## src/sv/lsmt_ram.sv

```systemverilog
// lsmt_ram: generic simple dual-port ram, one write and one registered read
// no dependencies
module lsmt_ram #(
   parameter int WIDTH = 8,
   parameter int DEPTH = 16
) (
   input  logic                     clock,
   input  logic                     wr_en,
   input  logic [$clog2(DEPTH)-1:0] wr_addr,
   input  logic [WIDTH-1:0]         wr_data,
   input  logic [$clog2(DEPTH)-1:0] rd_addr,
   output logic [WIDTH-1:0]         rd_data
);

   logic [WIDTH-1:0] mem [DEPTH];
   logic [WIDTH-1:0] rd_data_ff;

   always_ff @(posedge clock) begin
      if (wr_en) begin
         mem[wr_addr] <= wr_data;
      end
      rd_data_ff <= mem[rd_addr];
   end

   assign rd_data = rd_data_ff;

endmodule

```

## config.mk

```make
export PLATFORM = sky130hd
export DESIGN_NAME = lsmt_ram
export DESIGN_NICKNAME = d
export VERILOG_FILES = /design/src/sv/lsmt_ram.sv
export SDC_FILE = /design/constraint.sdc
export NUM_CORES = 1
export LEC_CHECK = 0
export BUFFER_PORTS_ARGS = -buffer_cell sky130_fd_sc_hd__buf_2
export CORE_MARGIN = 4
export CORE_UTILIZATION = 52
export DETAILED_ROUTE_END_ITERATION = 8
export HOLD_SLACK_MARGIN = 0.03
export PLACE_DENSITY = 0.77
export SLEW_MARGIN = 40
export SYNTH_ARGS = -nofsm -noshare
export SYNTH_HDL_FRONTEND = slang
export SYNTH_SLANG_ARGS = --single-unit
```

## constraint.sdc

```tcl
create_clock -name clock -period 2.7 [get_ports clock]
set_clock_uncertainty 0.1 [all_clocks]
set_input_delay 0.54 -clock clock [delete_from_list [all_inputs] [get_ports clock]]
set_output_delay 0.54 -clock clock [all_outputs]
set_load 0.01 [all_outputs]
```

==> results of run 1 <==
==> stage by stage <==
| step | util | hold slack [ns] | area, µm² |
|---|---|---|---|
| final | 0.6318 | 0.3098 | 6118 |
| after detailed placement | 0.5693 | 0.5585 | 5513 |
| after floorplan | - | 0.5293 | 5147 |
| after CTS | 0.6315 | 0.2823 | 6116 |
| after global placement | 0.5693 | 0.5462 | 5513 |
| after global routing | 0.6318 | 0.3001 | 6118 |
==> synthesized netlist by cell type (all sizes together) <==
cell	n
edfxtp	128
nand3b	2
buf	7
mux4	32
a22oi	16
clkdlybuf4s25	3
nand2b	2
and2b	1
and2	1
nor2b	1
dfxtp	8
nand2	9
nand3	1
nor2	13
nor3	4
or3b	1
==> cells by family (layout without fill, tap and decap cells) <==
group	Yosys count	count (layout)	synth area share
AO/OA/AOI/OAI	16	16	0.02334
AND/OR/NAND/NOR	35	35	0.03184
buffers and inverters	10	75	0.01677
flip-flops	136	136	0.7778
multiplexers	32	32	0.1502
==> flip-flops by register name (all words and copies together), names as in the netlist <==
| register | flops |
|---|---|
| mem | 128 |
| rd_data | 8 |
==> final timing paths <==
path | from | slack, ns | cells past startpoint | end
setup reg to reg | mem[1][1] | 1.15 | 3 | rd_data[1]
setup / recovery | rd_addr[0] | 1.05 | 5 | rd_data[1]
hold reg to reg | mem[14][3] | 0.58 | 3 | rd_data[3]
hold / removal | wr_data[6] | 0.31 | 1 | mem[6][6]
==> cell type report <==
class                   instances  share of cell area
clock inverters                 9             0.02393
flip-flops and latches        136              0.6544
clock buffers                  23             0.07464
repair buffers                 43             0.04663
multi-input cells              83              0.1732
well taps                     133             0.02720
==> power groups by stage <==
stage	clock network [mW]	logic (mW)	registers (mW)
3_3_place_gp	0	0.216	2.41
4_1_cts	2.37	0.225	2.37
3_5_place_dp	0	0.223	2.42
6_report	2.32	0.222	2.37
2_1_floorplan	0	0.120	2.42
5_1_grt	2.48	0.241	2.38
==> layer usage <==
| layer | vias to the layer above | track usage | share of wire |
|---|---|---|---|
| li1 | 1077 | - | - |
| met1 | 1285 | 0.2726 | 0.43 |
| met2 | 92 | 0.2891 | 0.49 |
| met3 | 6 | 0.05819 | 0.073 |
| met4 | 0 | 0.06222 | 0.0095 |
| met5 | - | 0 | 0 |
==> results.txt, run 1 <==
Run status -> completed
Flop and latch count out of synthesis -> 136
Post-synthesis instance total -> 229
Actual transition at the worst max-transition pin -> 0.7397 ns
CP cell instances -> buf_2 -> buf_12 -> mux4_1 -> a22oi_1 -> nand2_1
WL/cell -> 23.19 µm
Final Power -> 4.916 mW
Post-synthesis area per instance -> 22.48 µm²
Number of buffers inserted by hold repair at cts -> 0
Ratio of total power to cell area -> 803.4 nW/µm²
Worst-path maximum fanout -> 32
Setup TNS after final layout -> 0 ns
Setup ws final -> 1.048 ns
Fraction of power spent switching nets -> 0.1870
Master cell of the clock root buffer -> sky130_fd_sc_hd__clkbuf_8
Layout Nets -> 299
Leftover overflow at the end of global routing -> 0
Vias in the first global route -> 2472
Commonest cells after routing, fill and taps aside -> sky130_fd_sc_hd__edfxtp_1, sky130_fd_sc_hd__buf_2, sky130_fd_sc_hd__mux4_2
Internal power consumption -> 3.996 mW
Filler cell count -> 642
Routability cong. -> 0.8051
CTS max path bufs -> 2
Ant diodes -> 0
Port Buffer Count -> 25
Clock sink total -> 136
Most common cell after layout, fill and taps aside -> sky130_fd_sc_hd__edfxtp_1
Worst slack, placed -> 0.5681 ns
Critical path endpoint category -> flip-flop
Count of maximum capacitance violations -> 0
Area Overhead vs Synth -> 18.86%
Number of buffers inserted during clock tree synthesis -> 17
Endpoint arrival time on the critical path -> 1.94 ns
Syn Nets -> 247
Part of the Yosys area used for sequential elements -> 0.7778
Number of antenna violations at the first check in global routing -> 0
Min Tclk post-route -> 1.652 ns
Ports -> 26
Maximum number of pins on one net before global-route repair -> 33
Setup repair after global routing missed its margin -> no
Top area cells in the synthesized netlist -> sky130_fd_sc_hd__edfxtp_1, sky130_fd_sc_hd__mux4_2, sky130_fd_sc_hd__mux4_1, sky130_fd_sc_hd__dfxtp_1, sky130_fd_sc_hd__a22oi_1
Cell type group with the largest total delay on the critical path -> multiplexers
Final hold violation count -> 0
# placed instances -> 395
H-tree level count -> 4
CP required -> 2.98 ns
Area occupied by multi-input gates -> 1060 µm²
Post-synthesis cell area -> 5147 µm²
Clock share of power -> 0.472
Nature of the critical path startpoint -> input pin
Floorplan die area -> 11560 µm²
DRT iter0 DRCs -> 216
Post-CTS resize count -> 0
Part of the power in registers -> 0.483
Global routing usage summed across all routing layers -> 0.1922
Achievable Freq -> 605.3 MHz
Combinational cell fraction of total power -> 0.045
Highest ir drop seen on vdd -> 0.0004706 V
Seq. cell area -> 4004 µm²
Core region area -> 9684 µm²
DRT Pass-1 Iters -> 4
Ys Warns -> 0
Die X-Extent -> 107.5 µm
TritonCTS clock tree -> done
DRC violation count after routing -> 0
Via-per-instance ratio -> 5.761
Biggest area consumer among synthesized cells -> sky130_fd_sc_hd__edfxtp_1
Max Slew Vio Count -> 0
Portion of the clock cycle consumed by the worst path in the final layout -> 0.6119
Worst slew margin -> 0.5051
Number of standard cells in the layout, taps in and fillers out -> 427
Number of endpoints failing setup at the final stage -> 0
Antenna Nets Post-Route -> 0
Leak Pwr -> 2.092 nW
Post-detailed-routing wire length -> 9904 µm
Initial standard-cell utilization of the core -> 0.5315
Highest-delay cell along the critical path -> sky130_fd_sc_hd__mux4_1
Std cell rows -> 36
Hold crit path type -> in -> reg
Total via count in the routed design -> 2460
First-pass GRT wire length -> 15400 µm
Setup Buffers After CTS -> 0
Post-synth cell types -> 19
Worst-Skew Late Latency -> 0.51 ns
Start-to-end type of the worst setup path -> in -> reg
Switching component of the power -> 919.3 µW
WP buf/inv -> 2
Fraction of final layout cells sized beyond drive strength 1 -> 0.3061
Worst-path clk slew -> 0.06 ns
Vertical die dimension -> 107.5 µm
Worst path max stage delay -> 0.62 ns
Area fraction of the dominant cell type after synthesis -> 0.7467
(Power assumes the default switching activity.)
==> run 2, diff against run 1 <==
- clock period: 2.7 -> 1.65 ns (I/O delays scaled with it)
==> run 2 against run 1 <==
  * Sequential cell count unchanged
  * Combinational power grew 67%
  * First-iteration DRC count shrank 3.7%
  * Critical path depth fell by 2
  * Count of clock-buffer cells in the layout shrank 6
==> results.txt, run 2 (same netlist as run 1, synthesis figures left out) <==
RR Endpoint -> rd_data[0]
WL/cell -> 22.64 µm
Area Overhead vs Synth -> 19.91%
Max Slew Vio Count -> 0
Setup repair after global routing missed its margin -> no
Ant diodes -> 0
H-tree level count -> 4
Portion of the clock cycle consumed by the worst path in the final layout -> 0.8946
Endpoint arrival time on the critical path -> 1.77 ns
Worst-Skew Late Latency -> 0.52 ns
Register with the highest flop count -> mem
Achievable Freq -> 677.5 MHz
Core region area -> 9684 µm²
Commonest cells after routing, fill and taps aside -> sky130_fd_sc_hd__edfxtp_1, sky130_fd_sc_hd__buf_2, sky130_fd_sc_hd__buf_4
Initial standard-cell utilization of the core -> 0.5315
Number of buffers inserted during clock tree synthesis -> 17
Worst Hold End -> mem[11][4]
Start-to-end type of the worst setup path -> reg -> reg
Std cell rows -> 36
DRT iter0 DRCs -> 208
Final non-filler cell area -> 6172 µm²
Highest-delay cell along the critical path -> sky130_fd_sc_hd__mux4_1
Crit path launch -> mem[0][0]
Maximum number of pins on one net before global-route repair -> 21
Leftover overflow at the end of global routing -> 0
Count of maximum capacitance violations -> 0
TritonCTS clock tree -> done
Worst-path clk slew -> 0.06 ns
Most common cell after layout, fill and taps aside -> sky130_fd_sc_hd__edfxtp_1
Worst slew margin -> 0.4523
Vias in the first global route -> 2638
First-pass GRT wire length -> 15330 µm
WP buf/inv -> 0
Fraction of final layout cells sized beyond drive strength 1 -> 0.3367
Floorplan die area -> 11560 µm²
Final Power -> 7.997 mW
Cell type group with the largest total delay on the critical path -> multiplexers
Master cell of the clock root buffer -> sky130_fd_sc_hd__clkbuf_8
Post-CTS resize count -> 0
Highest ir drop seen on vdd -> 0.0005796 V
Worst-path maximum fanout -> 1
Final hold violation count -> 0
Worst path max stage delay -> 0.48 ns
Number of buffers inserted by hold repair at cts -> 0
Global routing usage summed across all routing layers -> 0.1901
Clock sink total -> 136
Antenna Nets Post-Route -> 0
Leak Pwr -> 2.126 nW
Hold crit path type -> in -> reg
Run status -> completed
Filler cell count -> 631
Critical path endpoint category -> flip-flop
Reg2reg start -> mem[0][0]
Min Tclk post-route -> 1.476 ns
Layout Nets -> 305
Post-detailed-routing wire length -> 9803 µm
R2r worst-path depth -> 3
Worst Hold Depth -> 1
CP cell instances -> mux4_1 -> a22oi_1 -> nand2_1
Setup Buffers After CTS -> 0
Ports -> 26
Port Buffer Count -> 25
Ratio of total power to cell area -> 1296 nW/µm²
Number of antenna violations at the first check in global routing -> 0
Die X-Extent -> 107.5 µm
CTS max path bufs -> 2
Slack of the worst reg-to-reg path -> 0.17 ns
Area after DPL -> 5575 µm²
CP required -> 1.94 ns
Via-per-instance ratio -> 5.718
Actual transition at the worst max-transition pin -> 0.8198 ns
Number of endpoints failing setup at the final stage -> 0
Detailed placement HPWL -> 6234 µm
Routability cong. -> 0.7246
Setup TNS after final layout -> 0 ns
Total via count in the routed design -> 2476
Startpoint of the most critical hold path -> wr_data[4]
DRC violation count after routing -> 0
DRT Pass-1 Iters -> 4
Number of flip-flops under the largest register name -> 128
Nature of the critical path startpoint -> flip-flop
Vertical die dimension -> 107.5 µm
## run 2: cell types whose count changed in the layout (fill, tap and decap cells not counted), sizes merged
cell / before / now
clkinv: 4 / 3
inv: 0 / 9
clkbuf: 23 / 17
buf: 43 / 49
bufinv: 4 / 2
## run 2: cell type report
class | instances | area (µm²) | area share
clock buffer | 17 | 414.1 | 0.06710
clock inverter | 15 | 182.7 | 0.02960
multi-input combinational | 83 | 1062 | 0.1721
sequential | 136 | 4004 | 0.6487
tap | 133 | 166.4 | 0.02696
timing repair buffer | 49 | 342.8 | 0.05554
## run 2: power by group
part	switching [mW]	leakage [nW]	internal [mW]
logic	0.203	0.610	0.166
clock network	1.52	0.292	2.22
registers	0.0265	1.22	3.86
total	1.75	2.13	6.25
## run 2: worst register-to-register path: cells and delay by family, from the launching register on
family | cells | cell delay, ns
AO/OA/AOI/OAI | 1 | 0.31
flip-flops | 1 | 0.36
multiplexers | 1 | 0.48
AND/OR/NAND/NOR | 1 | 0.10
## run 2: worst max-delay path by stage
stage | end | depth (start not counted)
5_1_grt | rd_data[1] | 3
4_1_cts | rd_data[0] | 3
3_5_place_dp | rd_data[0] | 5
6_report | rd_data[0] | 3
2_1_floorplan | mem[3][0] | 2
3_3_place_gp | rd_data[0] | 5
## run 2: per-stage QoR
step / util / setup WS, ns / std cells / hold slack (ns)
finish: 0.6373 / 0.1739 / 433 / 0.08747
global route: 0.6373 / 0.1359 / 433 / 0.07454
global placement: 0.5757 / -0.1827 / 401 / 0.5433
CTS: 0.6373 / 0.1489 / 433 / 0.06734
detailed placement: 0.5757 / -0.1825 / 401 / 0.5577
floorplan: - / -0.04615 / 229 / 0.3289
## run 2: metal layers
metal  global-route usage  vias up  part of all wire  routed length (µm)
met5                    0        -                 0                   0
met4              0.05681        0            0.0075                  74
met3              0.05759        5             0.068                 666
met2               0.3135       88              0.53                5197
met1               0.2454     1293              0.39                3864
li1                     -     1090                 -                   -
